### src/design/pdsn_pkg.sv
// ----------------------------------------------------------------------------
// pdsn_pkg
// Types and codes shared by the sink negotiator: policy states, event codes,
// timer codes, register map, configuration and result records.
// ----------------------------------------------------------------------------
package pdsn_pkg;

    typedef enum logic [2:0]
    {
        ST_WAIT_ATTACH = 3'd0,
        ST_WAIT_CAPS   = 3'd1,
        ST_WAIT_ACCEPT = 3'd2,
        ST_WAIT_PS_RDY = 3'd3,
        ST_READY       = 3'd4,
        ST_SOFT_RESET  = 3'd5,
        ST_HARD_RESET  = 3'd6
    } state_t;

    typedef enum logic [3:0]
    {
        CMD_ATTACH       = 4'd0,
        CMD_DETACH       = 4'd1,
        CMD_CAPS_PDO     = 4'd2,
        CMD_ACCEPT       = 4'd3,
        CMD_REJECT       = 4'd4,
        CMD_PS_RDY       = 4'd5,
        CMD_SOFT_RESET   = 4'd6,
        CMD_HARD_RESET   = 4'd7,
        CMD_CAPS_TIMEOUT = 4'd8,
        CMD_RESP_TIMEOUT = 4'd9
    } cmd_t;

    localparam logic [1:0] TMR_NONE = 2'd0;
    localparam logic [1:0] TMR_CAPS = 2'd1;
    localparam logic [1:0] TMR_RESP = 2'd2;

    // register indexes, byte address is 4 * index
    localparam logic [2:0] REG_PREF_MV        = 3'd0;
    localparam logic [2:0] REG_PREF_MA        = 3'd1;
    localparam logic [2:0] REG_FB_MV          = 3'd2;
    localparam logic [2:0] REG_FB_MA          = 3'd3;
    localparam logic [2:0] REG_WAIT_CAPS_MS   = 3'd4;
    localparam logic [2:0] REG_ACCEPT_WAIT_MS = 3'd5;
    localparam logic [2:0] REG_READY_WAIT_MS  = 3'd6;

    localparam int ADDR_W = 5;

    typedef struct packed
    {
        logic [15:0] pref_mv;
        logic [13:0] pref_ma;
        logic [15:0] fb_mv;
        logic [13:0] fb_ma;
        logic [15:0] wait_caps_ms;
        logic [15:0] accept_wait_ms;
        logic [15:0] ready_wait_ms;
    } cfg_t;

    // first member sits in the highest bits, so state lands at bit 0
    typedef struct packed
    {
        logic [15:0] timer_ms;
        logic [1:0]  timer_arm;
        logic [1:0]  timer_cancel;
        logic        send_accept;
        logic        send_hard_reset;
        logic        send_soft_reset;
        logic [13:0] request_current_ma;
        logic [2:0]  request_position;
        logic        req_send;
        logic        state_changed;
        logic [2:0]  state;
    } result_t;

    localparam int RESULT_W = $bits(result_t);
    localparam int OUT_DATA_W = ((RESULT_W + 7) / 8) * 8;

endpackage

### src/design/pdsn_cfg.sv
// ----------------------------------------------------------------------------
// pdsn_cfg
// APB register file holding the voltage, current and timer settings.
// ----------------------------------------------------------------------------
module pdsn_cfg
(
    input  logic                        clk,
    input  logic                        rst_n,
    input  logic                        psel,
    input  logic                        penable,
    input  logic                        pwrite,
    input  logic [pdsn_pkg::ADDR_W-1:0] paddr,
    input  logic [31:0]                 pwdata,
    output logic [31:0]                 prdata,
    output logic                        pready,
    output pdsn_pkg::cfg_t              cfg
);
    import pdsn_pkg::*;

    cfg_t       cfg_reg;
    logic       wr_en;
    logic [2:0] reg_idx;

    assign pready  = 1'b1;
    assign wr_en   = psel & penable & pwrite;
    assign reg_idx = paddr[4:2];
    assign cfg     = cfg_reg;

    always_ff @(posedge clk or negedge rst_n)
    begin
        if (!rst_n)
        begin
            cfg_reg.pref_mv        <= 16'd5000;
            cfg_reg.pref_ma        <= 14'd500;
            cfg_reg.fb_mv          <= 16'd5000;
            cfg_reg.fb_ma          <= 14'd100;
            cfg_reg.wait_caps_ms   <= 16'd500;
            cfg_reg.accept_wait_ms <= 16'd30;
            cfg_reg.ready_wait_ms  <= 16'd500;
        end
        else if (wr_en)
        begin
            case (reg_idx)
                REG_PREF_MV:        cfg_reg.pref_mv        <= pwdata[15:0];
                REG_PREF_MA:        cfg_reg.pref_ma        <= pwdata[13:0];
                REG_FB_MV:          cfg_reg.fb_mv          <= pwdata[15:0];
                REG_FB_MA:          cfg_reg.fb_ma          <= pwdata[13:0];
                REG_WAIT_CAPS_MS:   cfg_reg.wait_caps_ms   <= pwdata[15:0];
                REG_ACCEPT_WAIT_MS: cfg_reg.accept_wait_ms <= pwdata[15:0];
                REG_READY_WAIT_MS:  cfg_reg.ready_wait_ms  <= pwdata[15:0];
                default:            ;
            endcase
        end
    end

    always_comb
    begin
        case (reg_idx)
            REG_PREF_MV:        prdata = {16'd0, cfg_reg.pref_mv};
            REG_PREF_MA:        prdata = {18'd0, cfg_reg.pref_ma};
            REG_FB_MV:          prdata = {16'd0, cfg_reg.fb_mv};
            REG_FB_MA:          prdata = {18'd0, cfg_reg.fb_ma};
            REG_WAIT_CAPS_MS:   prdata = {16'd0, cfg_reg.wait_caps_ms};
            REG_ACCEPT_WAIT_MS: prdata = {16'd0, cfg_reg.accept_wait_ms};
            REG_READY_WAIT_MS:  prdata = {16'd0, cfg_reg.ready_wait_ms};
            default:            prdata = 32'd0;
        endcase
    end

endmodule

### src/design/pdsn_policy.sv
// ----------------------------------------------------------------------------
// pdsn_policy
// Sink policy state machine with the running PDO selection; computes the
// result of one event and updates its state when the event is stepped.
// ----------------------------------------------------------------------------
module pdsn_policy
#(
    parameter int MAX_OBJECTS = 7
)
(
    input  logic              clk,
    input  logic              rst_n,
    input  logic              step,
    input  logic [3:0]        cmd,
    input  logic [31:0]       pdo,
    input  logic              pdo_present,
    input  logic              pdo_last,
    input  pdsn_pkg::cfg_t    cfg,
    output pdsn_pkg::result_t res
);
    import pdsn_pkg::*;

    localparam logic [2:0] MAX_IDX = 3'(MAX_OBJECTS);

    state_t      state_reg, state_next;
    logic [2:0]  pdo_index_reg;
    logic        best_found_reg;
    logic [15:0] best_delta_reg;
    logic [2:0]  best_pos_reg;
    logic        fb_found_reg;
    logic [2:0]  fb_pos_reg;

    cmd_t        cmd_e;
    logic        in_caps;
    logic        take;
    logic        msg_end;
    logic [15:0] mv;
    logic [13:0] ma;
    logic [15:0] delta;
    logic [2:0]  pos;
    logic        pref_ok;
    logic        upd_best;
    logic        upd_fb;
    logic        sel_best;
    logic        sel_fb;
    logic [2:0]  sel_best_pos;
    logic [2:0]  sel_fb_pos;
    logic        clear_sel;

    assign cmd_e   = cmd_t'(cmd);
    assign in_caps = (state_reg == ST_WAIT_CAPS) && (cmd_e == CMD_CAPS_PDO);
    assign take    = in_caps && pdo_present && (pdo_index_reg < MAX_IDX);
    assign msg_end = in_caps && (!pdo_present || pdo_last);

    assign mv    = 16'({6'd0, pdo[19:10]} * 16'd50);
    assign ma    = 14'({4'd0, pdo[9:0]} * 14'd10);
    assign delta = cfg.pref_mv - mv;
    assign pos   = pdo_index_reg + 3'd1;

    assign pref_ok  = (mv != 16'd0) && (ma != 14'd0) && (mv <= cfg.pref_mv)
                      && (ma >= cfg.pref_ma);
    assign upd_best = take && pref_ok && (!best_found_reg || (delta < best_delta_reg));
    assign upd_fb   = take && !fb_found_reg && (mv == cfg.fb_mv)
                      && (ma >= cfg.fb_ma);

    // selection including the current pdo
    assign sel_best     = best_found_reg | upd_best;
    assign sel_best_pos = upd_best ? pos : best_pos_reg;
    assign sel_fb       = fb_found_reg | upd_fb;
    assign sel_fb_pos   = upd_fb ? pos : fb_pos_reg;

    always_comb
    begin
        state_next = state_reg;
        res        = '0;
        case (state_reg)
            ST_WAIT_ATTACH:
            begin
                if (cmd_e == CMD_ATTACH)
                begin
                    state_next    = ST_WAIT_CAPS;
                    res.timer_arm = TMR_CAPS;
                    res.timer_ms  = cfg.wait_caps_ms;
                end
            end
            ST_WAIT_CAPS:
            begin
                if (msg_end)
                begin
                    res.timer_cancel = TMR_CAPS;
                    if (sel_best || sel_fb)
                    begin
                        state_next             = ST_WAIT_ACCEPT;
                        res.req_send           = 1'b1;
                        res.request_position   = sel_best ? sel_best_pos : sel_fb_pos;
                        res.request_current_ma = sel_best ? cfg.pref_ma
                                                          : cfg.fb_ma;
                        res.timer_arm          = TMR_RESP;
                        res.timer_ms           = cfg.accept_wait_ms;
                    end
                    else
                    begin
                        state_next          = ST_SOFT_RESET;
                        res.send_soft_reset = 1'b1;
                    end
                end
                else if (cmd_e == CMD_CAPS_TIMEOUT)
                begin
                    state_next          = ST_HARD_RESET;
                    res.send_hard_reset = 1'b1;
                end
            end
            ST_WAIT_ACCEPT:
            begin
                if (cmd_e == CMD_ACCEPT)
                begin
                    state_next       = ST_WAIT_PS_RDY;
                    res.timer_cancel = TMR_RESP;
                    res.timer_arm    = TMR_RESP;
                    res.timer_ms     = cfg.ready_wait_ms;
                end
                else if ((cmd_e == CMD_REJECT) || (cmd_e == CMD_RESP_TIMEOUT))
                begin
                    state_next    = ST_WAIT_CAPS;
                    res.timer_arm = TMR_CAPS;
                    res.timer_ms  = cfg.wait_caps_ms;
                end
            end
            ST_WAIT_PS_RDY:
            begin
                if (cmd_e == CMD_PS_RDY)
                begin
                    state_next       = ST_READY;
                    res.timer_cancel = TMR_RESP;
                end
                else if (cmd_e == CMD_RESP_TIMEOUT)
                begin
                    state_next          = ST_HARD_RESET;
                    res.send_hard_reset = 1'b1;
                end
            end
            ST_READY:
            begin
                if (cmd_e == CMD_DETACH)
                begin
                    state_next = ST_WAIT_ATTACH;
                end
                else if (cmd_e == CMD_SOFT_RESET)
                begin
                    state_next      = ST_WAIT_CAPS;
                    res.send_accept = 1'b1;
                    res.timer_arm   = TMR_CAPS;
                    res.timer_ms    = cfg.wait_caps_ms;
                end
                else if (cmd_e == CMD_HARD_RESET)
                begin
                    state_next          = ST_HARD_RESET;
                    res.send_hard_reset = 1'b1;
                end
            end
            ST_SOFT_RESET, ST_HARD_RESET:
            begin
                if (cmd_e == CMD_DETACH)
                begin
                    state_next = ST_WAIT_ATTACH;
                end
            end
            default:
            begin
                state_next = state_reg;
            end
        endcase
        res.state         = state_next;
        res.state_changed = (state_next != state_reg);
    end

    // cleared when a message ends and on every entry into wait caps
    assign clear_sel = msg_end
                       || ((state_next == ST_WAIT_CAPS) && (state_reg != ST_WAIT_CAPS));

    always_ff @(posedge clk or negedge rst_n)
    begin
        if (!rst_n)
        begin
            state_reg      <= ST_WAIT_ATTACH;
            pdo_index_reg  <= 3'd0;
            best_found_reg <= 1'b0;
            best_delta_reg <= 16'hFFFF;
            best_pos_reg   <= 3'd0;
            fb_found_reg   <= 1'b0;
            fb_pos_reg     <= 3'd0;
        end
        else if (step)
        begin
            state_reg <= state_next;
            if (clear_sel)
            begin
                pdo_index_reg  <= 3'd0;
                best_found_reg <= 1'b0;
                best_delta_reg <= 16'hFFFF;
                best_pos_reg   <= 3'd0;
                fb_found_reg   <= 1'b0;
                fb_pos_reg     <= 3'd0;
            end
            else if (take)
            begin
                pdo_index_reg  <= pos;
                best_found_reg <= sel_best;
                best_pos_reg   <= sel_best_pos;
                fb_found_reg   <= sel_fb;
                fb_pos_reg     <= sel_fb_pos;
                if (upd_best)
                begin
                    best_delta_reg <= delta;
                end
            end
        end
    end

endmodule

### src/design/power_delivery_sink_negotiator.sv
// ----------------------------------------------------------------------------
// power_delivery_sink_negotiator
// Sink-side contract negotiation: one policy event in, one result out.
// ----------------------------------------------------------------------------
// Events enter on the s_axis channel: command and the pdo_present flag in
// tuser, the raw fixed PDO word in tdata, tlast on the final PDO of a
// source capabilities message. Each event gives exactly one result item on
// m_axis: the new state, a state change flag and the actions to take
// (request with position and current, soft or hard reset, accept, timer
// cancel and arm with length). Settings are to be written over the APB port
// only while no event is in flight; the block does not enforce this.
// An accepted item is held in an input register; the policy logic and the
// PDO selection compare run combinationally between that register and the
// output register, which loads the result when the input register advances,
// and a new item is taken every cycle while the receiver does not stall.
// When the receiver stalls, the output register holds its item and the
// input register takes one more item before tready drops. Reset clears both
// stages, puts the policy in wait for attach with an empty selection and
// loads the default settings.
// ----------------------------------------------------------------------------
module power_delivery_sink_negotiator
#(
    parameter int MAX_OBJECTS = 7
)
(
    input  logic                            clk,
    input  logic                            rst_n,
    // slave side
    input  logic                            s_axis_tvalid,
    output logic                            s_axis_tready,
    input  logic [31:0]                     s_axis_tdata,   // pdo
    input  logic [4:0]                      s_axis_tuser,   // command[3:0], pdo_present
    input  logic                            s_axis_tlast,   // pdo_last
    // master side
    output logic                            m_axis_tvalid,
    input  logic                            m_axis_tready,
    // state[2:0], state_changed, req_send, request_position[2:0],
    // request_current_ma[13:0], send_soft_reset, send_hard_reset,
    // send_accept, timer_cancel[1:0], timer_arm[1:0], timer_ms[15:0], zero fill
    output logic [pdsn_pkg::OUT_DATA_W-1:0] m_axis_tdata,
    // configuration
    input  logic                            psel,
    input  logic                            penable,
    input  logic                            pwrite,
    input  logic [pdsn_pkg::ADDR_W-1:0]     paddr,
    input  logic [31:0]                     pwdata,
    output logic [31:0]                     prdata,
    output logic                            pready
);
    import pdsn_pkg::*;

    cfg_t        cfg;
    result_t     step_res;
    logic        advance;

    logic        in_valid_reg;
    logic [3:0]  in_cmd_reg;
    logic [31:0] in_pdo_reg;
    logic        in_present_reg;
    logic        in_last_reg;

    logic        out_valid_reg;
    result_t     out_res_reg;

    // input stage moves on when the output register is free or being drained
    assign advance       = in_valid_reg && (!out_valid_reg || m_axis_tready);
    assign s_axis_tready = !in_valid_reg || advance;

    pdsn_cfg u_cfg
    (
        .clk     (clk),
        .rst_n   (rst_n),
        .psel    (psel),
        .penable (penable),
        .pwrite  (pwrite),
        .paddr   (paddr),
        .pwdata  (pwdata),
        .prdata  (prdata),
        .pready  (pready),
        .cfg     (cfg)
    );

    pdsn_policy #(.MAX_OBJECTS(MAX_OBJECTS)) u_policy
    (
        .clk         (clk),
        .rst_n       (rst_n),
        .step        (advance),
        .cmd         (in_cmd_reg),
        .pdo         (in_pdo_reg),
        .pdo_present (in_present_reg),
        .pdo_last    (in_last_reg),
        .cfg         (cfg),
        .res         (step_res)
    );

    always_ff @(posedge clk or negedge rst_n)
    begin
        if (!rst_n)
        begin
            in_valid_reg  <= 1'b0;
            out_valid_reg <= 1'b0;
        end
        else
        begin
            if (s_axis_tready)
            begin
                in_valid_reg <= s_axis_tvalid;
            end
            if (advance)
            begin
                out_valid_reg <= 1'b1;
            end
            else if (m_axis_tready)
            begin
                out_valid_reg <= 1'b0;
            end
        end
    end

    always_ff @(posedge clk)
    begin
        if (s_axis_tready && s_axis_tvalid)
        begin
            in_cmd_reg     <= s_axis_tuser[3:0];
            in_present_reg <= s_axis_tuser[4];
            in_pdo_reg     <= s_axis_tdata;
            in_last_reg    <= s_axis_tlast;
        end
        if (advance)
        begin
            out_res_reg <= step_res;
        end
    end

    assign m_axis_tvalid = out_valid_reg;
    assign m_axis_tdata  = {{(OUT_DATA_W - RESULT_W){1'b0}}, out_res_reg};

endmodule

### config.mk
export PLATFORM = sky130hd
export DESIGN_NAME = power_delivery_sink_negotiator
export DESIGN_NICKNAME = d
export VERILOG_FILES = /design/src/design/pdsn_pkg.sv /design/src/design/pdsn_cfg.sv /design/src/design/pdsn_policy.sv /design/src/design/power_delivery_sink_negotiator.sv
export SDC_FILE = /design/constraint.sdc
export NUM_CORES = 1
export LEC_CHECK = 0
export BUFFER_PORTS_ARGS = -buffer_cell sky130_fd_sc_hd__buf_2
export CORE_MARGIN = 2
export CORE_UTILIZATION = 40
export CTS_BUF_LIST = sky130_fd_sc_hd__clkbuf_8 sky130_fd_sc_hd__clkbuf_16
export DETAILED_ROUTE_END_ITERATION = 6
export GPL_ROUTABILITY_DRIVEN = 0
export MAX_ROUTING_LAYER = met4
export PLACE_DENSITY = 0.6
export RECOVER_POWER = 25
export SLEW_MARGIN = 15
export SYNTH_ARGS = -nofsm -noshare
export SYNTH_HDL_FRONTEND = slang
export SYNTH_SLANG_ARGS = --single-unit
export TNS_END_PERCENT = 30
### constraint.sdc
create_clock -name clk -period 17.3 [get_ports clk]
set_input_delay 2.595 -clock clk [delete_from_list [all_inputs] [get_ports clk]]
set_output_delay 2.595 -clock clk [all_outputs]
set_load 0.02 [all_outputs]
# Yosys cells after proc, flatten, opt, wreduce, memory -nomap -nowiden
# Cells that the tools add are included.
dict set report totals {
  regBits 211
  in_bits 82
  wordCells 173
}
dict set report op_classes {
  addsub 2
  multipliers 2
  order_cmp 5
  n_eq_ne 25
  muxes 55
  bitwise 5
  reduce_logical 48
}
# cell n
set ops {}
lappend ops {{$pmux 16 s7} 1}
lappend ops {{$mux 18} 6}
lappend ops {{$pmux 18 s4} 1}
lappend ops {{$mux 3} 21}
lappend ops {{$mux 16} 3}
lappend ops {{$ge 14x14->1} 2}
lappend ops {{$mux 20} 1}
lappend ops {{$eq 3x3->1 const B} 6}
lappend ops {{$pmux 3 s6} 1}
lappend ops {{$reduce_and 2->1} 9}
lappend ops {{$eq 16x16->1} 1}
lappend ops {{$eq 4x3->1 const B} 4}
lappend ops {{$le 16x16->1} 1}
lappend ops {{$lt 16x16->1} 1}
lappend ops {{$mux 1} 16}
lappend ops {{$reduce_bool 16->1} 1}
lappend ops {{$sub 16x16->16} 1}
lappend ops {{$logic_and 1x1->1} 15}
lappend ops {{$mul 10x5->15 const B} 1}
lappend ops {{$mux 14} 1}
lappend ops {{$reduce_bool 14->1} 1}
lappend ops {{$mul 10x3->13 const B} 1}
lappend ops {{$eq 3x2->1 const B} 4}
lappend ops {{$eq 3x1->1 const B} 3}
lappend ops {{20 further kinds} 40}

# Logic depth before layout (Yosys ltp)
dict set report logic_depth {
  depth_word 17
  ltp_mapped 26
}

# Cells and area by module
# A second synthesis with hierarchy kept.
dict set report hier_totals {
  cells_unflattened 1246
  area_unflattened_um2 13903.3
}
# mod instances cells_each area_per_inst_um2
set modules_own_cells {}
lappend modules_own_cells {pdsn_policy 1 778 6078.3}
lappend modules_own_cells {pdsn_cfg 1 373 5202.5}
lappend modules_own_cells {power_delivery_sink_negotiator 1 95 2622.5}

# Worst setup path after synthesis
# Ideal clock, no wire load.
dict set report synth_path {
  path_type {input port to output port}
  from {in paddr[2] (netlist name)}
  to {out prdata[1]}
  t_arrival_ns 4.544
  setup_slack_ns 10.161
  stages 7
  n_path_buf 3
  cell_sequence {clkbuf_1 -> buf_1 -> clkbuf_1 -> mux2i_1 -> nor2_1 -> a21oi_1 -> o21ai_0}
}
dict set report synth_between {
  elab_chain_len 2
  word_cells_on_any_way 8
  cone_classes {6 x eq/ne; 1 x mux; 1 x reduce/logical}
}
# element line_no
set synth_rtl {}
lappend synth_rtl {{start, declared} power_delivery_sink_negotiator.sv:45} ;# input logic [pdsn_pkg::ADDR_W-1:0] paddr,
lappend synth_rtl {{$eq 3x3->1 (tied with other cells)} pdsn_cfg.sv:58} ;# case (reg_idx)
lappend synth_rtl {{$pmux 16 s7 *} pdsn_cfg.sv:58}
lappend synth_rtl {{end, declared} power_delivery_sink_negotiator.sv:47} ;# output logic [31:0] prdata,
# Mark *: on every way between the ends. The rest lies on a longest branch, timed or not.

# Worst setup path after layout
dict set report layout_path {
  from {in paddr[2] (netlist name)}
  to {out prdata[2]}
}
# The elaborated chain is that of the path after synthesis.

==> impl_metrics.env <==
export IMPL_outcome="complete, but fails checks"
export IMPL_violations="max-capacitance violations, max-slew violations"
export IMPL_min_path_type="flip-flop to flip-flop"
export IMPL_synth_common_cells="ha_1 (108), nand2_1 (104), inv_1 (97)"
export IMPL_setup_viol=0
export IMPL_cts_buffers=25
export IMPL_drcViolationCount=0
export IMPL_viasPerCell=5.490
export IMPL_io_buffers=114
export IMPL_min_path_cells=1
export IMPL_grt_max_degree=81
export IMPL_finalHoldViolCount=0
export IMPL_fin_cells=1822
export IMPL_synth_top_area_cell="dfrtp_1"
export IMPL_grt_pass1_vias=9749
export IMPL_ff2ff_setup_slack_ns=10.35
export IMPL_synth_area_top_cells="dfrtp_1 (17%), edfxtp_1 (16%), ha_1 (10%)"
export IMPL_grt_setup_unrepaired="no"
export IMPL_vias=10000
export IMPL_clockBufferDepth=3
export IMPL_setup_tns_ns=0
export IMPL_design_area_um2=14960
export IMPL_synth_edf_count=71
export IMPL_wire_per_inst_um=19.32
export IMPL_p_per_area_nw_per_um2=130.2
export IMPL_layout_min_cycle_time_ns=7.280
export IMPL_cts_setup_buffers=0
export IMPL_firstDrtPassIters=5
export IMPL_clkPwrFrac_pct=27.7
export IMPL_hold_start="in_valid_reg"
export IMPL_r2r_end="u_policy.best_pos_reg[2]"
export IMPL_synth_seq_area_share_pct=43.21
export IMPL_grt_use_total_pct=21.17
export IMPL_irDropWorstVdd_v=0.00007416
export IMPL_initial_core_util_pct=40.54
export IMPL_placed_cells=1776
export IMPL_cts_sinks=211
export IMPL_finalCoreUtilization_pct=45.99
export IMPL_ctsResizeCount=0
export IMPL_p_total_mw=1.949
export IMPL_power_frac_seq_pct=36.4
export IMPL_finalWorstSetupSlack_ns=10.02
export IMPL_worstPathMaxFanout=34
export IMPL_yosys_warnings=0
export IMPL_drive_gt1_share_pct=23.28
export IMPL_startpoint_type="primary input"
export IMPL_yosysMostFrequentCell="ha_1"
export IMPL_fin_crit_sh_pct=42.08
export IMPL_crit_chain="buf_2, buf_4, inv_1, nor2_1, a21oi_1, a21oi_1, buf_2"
export IMPL_p_int_mw=1.243
export IMPL_drv_slew=108
export IMPL_switchingPower_uw=705.4
export IMPL_boundaryPins=165
export IMPL_hold_end="m_axis_tvalid"
export IMPL_antenna_found_initial=1
export IMPL_skew_ns=0.01720
export IMPL_rows=66
export IMPL_maxCapViolCount=2
export IMPL_p_leak_nw=6.602
export IMPL_pwr_share_comb_pct=35.9
export IMPL_drtIter0Drc=677
export IMPL_r2r_cells=21
export IMPL_max_stage_delay_ns=0.59
export IMPL_clk_pin_slew_ns=0.06
export IMPL_postCtsHoldBufs=0
export IMPL_cp_top_family="buffers and inverters"
export IMPL_r2r_start="in_pdo_reg[16]"
export IMPL_syn_area_per_cell_um2=10.46
export IMPL_path_buf_inv=4
export IMPL_nNetsFinal=1558
export IMPL_die_y_um=185.6
export IMPL_max_freq_mhz=137.4
export IMPL_tightest_slew_ns=4.585
export IMPL_endpoint_kind="output port"
export IMPL_antenna_left=0
export IMPL_swShare_pct=36.20
export IMPL_crit_type="primary input to output port"
export IMPL_grt_ovfl_total=0
export IMPL_cp_slowest_cell="nor2_1"
export IMPL_async_reset_ff_share_pct=66.35
export IMPL_grt_pass1_wl_um=54950
export IMPL_crit_arrival_ns=4.68
export IMPL_die_x_um=185.6
export IMPL_hpwl_um=25380
export IMPL_synthCells=1261
export IMPL_die_area_um2=34440
export IMPL_cts_max_level=1
export IMPL_synth_ff_type="dfrtp_1"
export IMPL_cts_tree="done"
export IMPL_cp_required_ns=14.70
export IMPL_routed_wl_um=35200
export IMPL_maxSlewHeadroom_pct=-205.7
export IMPL_yosysTopAreaCellShare_pct=16.89
export IMPL_place_area_um2=14140
export IMPL_whs_ns=0.4898
export IMPL_largest_reg_flops=108
export IMPL_area_growth_pct=13.46
export IMPL_clock_latency_ns=0.54
export IMPL_clockRootBuffer="clkbuf_16"
export IMPL_yosys_cell_types_count=81
export IMPL_ys_ff_latch=211
export IMPL_syn_cell_area_um2=13190
export IMPL_core_um2=32540
export IMPL_dp_slack_ns=10.10
[cells by family (layout without fill, tap and decap cells)]
| kind of cell | count (synthesis) | in the layout | synth area share (%) |
|---|---|---|---|
| AOI/OAI and AO/OA | 306 | 306 | 15.08 |
| muxes | 116 | 116 | 10.89 |
| xor gates and xnor gates | 35 | 35 | 2.533 |
| DFF | 211 | 211 | 43.21 |
| adders and majority gates | 115 | 115 | 11.31 |
| and+or+nand+nor | 309 | 309 | 11.38 |
| buffers and inverters | 167 | 267 | 5.531 |
| other | 2 | 21 | 0.05694 |
[final cells by class]
class                   instances  area [um2]
flip-flops and latches        211        5699
diodes                          1       2.502
fillers                      3067       17570
clock inverters                17       153.9
inverters                      97       365.4
multi-input cells             901        6869
repair buffers                125       643.1
well taps                     442       553.0
clock buffers                  28       678.2
[how the worst max path moves through the flow]
stage | from | end | slack [ns] | cells after the start
2_1_floorplan | paddr[2] | prdata[1] | 10.16 | 7
3_3_place_gp | paddr[2] | prdata[3] | 10.11 | 7
3_5_place_dp | paddr[2] | prdata[2] | 10.10 | 7
4_1_cts | paddr[2] | prdata[2] | 10.10 | 7
5_1_grt | in_pdo_reg[16] | u_policy.best_pos_reg[0] | 9.79 | 21
6_report | paddr[2] | prdata[2] | 10.02 | 7
[power by group through the flow]
stage	registers, mW	clock network [mW]	logic [mW]
floorplan	0.692	0	0.518
global placement	0.716	0	0.676
detailed placement	0.718	0	0.689
CTS	0.709	0.551	0.696
global route	0.721	0.568	0.787
finish	0.709	0.540	0.699
[cell usage in the layout, fill, tap and decap left out, types with 8 or more instances in the layout]
cell type | Yosys | final
mux2i_1 | 31 | 31
nand2b_1 | 13 | 13
dfrtp_1 | 89 | 89
a21o_1 | 17 | 17
mux2_2 | 70 | 70
conb_1 | 2 | 20
dfstp_2 | 51 | 51
nor3_1 | 15 | 14
nor2_1 | 88 | 87
a31oi_1 | 10 | 10
inv_1 | 97 | 100
o22a_1 | 17 | 17
buf_4 | 20 | 9
xnor2_1 | 16 | 16
mux4_2 | 15 | 15
clkbuf_16 | 0 | 26
a21oi_1 | 62 | 61
xor2_1 | 17 | 17
nand3_1 | 13 | 13
ha_1 | 108 | 108
o21ai_0 | 89 | 89
a211oi_1 | 8 | 8
edfxtp_1 | 71 | 71
buf_2 | 10 | 112
nand2_1 | 104 | 104
a22oi_1 | 16 | 16
nor2b_1 | 13 | 13
o21ai_1 | 12 | 12
[layer usage]
layer  global-route usage (%)  vias up  routed length [um]
met2                    34.07      319               16620
met3                    3.072       63                1927
met5                        -        -                   0
met1                    28.08     4877               15800
met4                    5.638        0                 852
li1                         -     4743                   -
[worst reg2reg max path: stages, from the launching register on]
cell,delay [ns]
edfxtp_1,0.45
ha_1,0.31
ha_1,0.31
fa_1,0.46
ha_1,0.61
nand2_1,0.20
or3b_2,0.49
a32oi_1,0.28
inv_1,0.08
ha_1,0.37
and3_1,0.19
a2111oi_0,0.52
nor2_1,0.10
nor2_1,0.20
ha_1,0.28
a21o_1,0.16
a21o_1,0.17
a21oi_1,0.21
o211ai_1,0.17
a31o_2,0.31
a21oi_2,0.72
o22ai_1,0.20
Power figures use the tool's default switching activity.
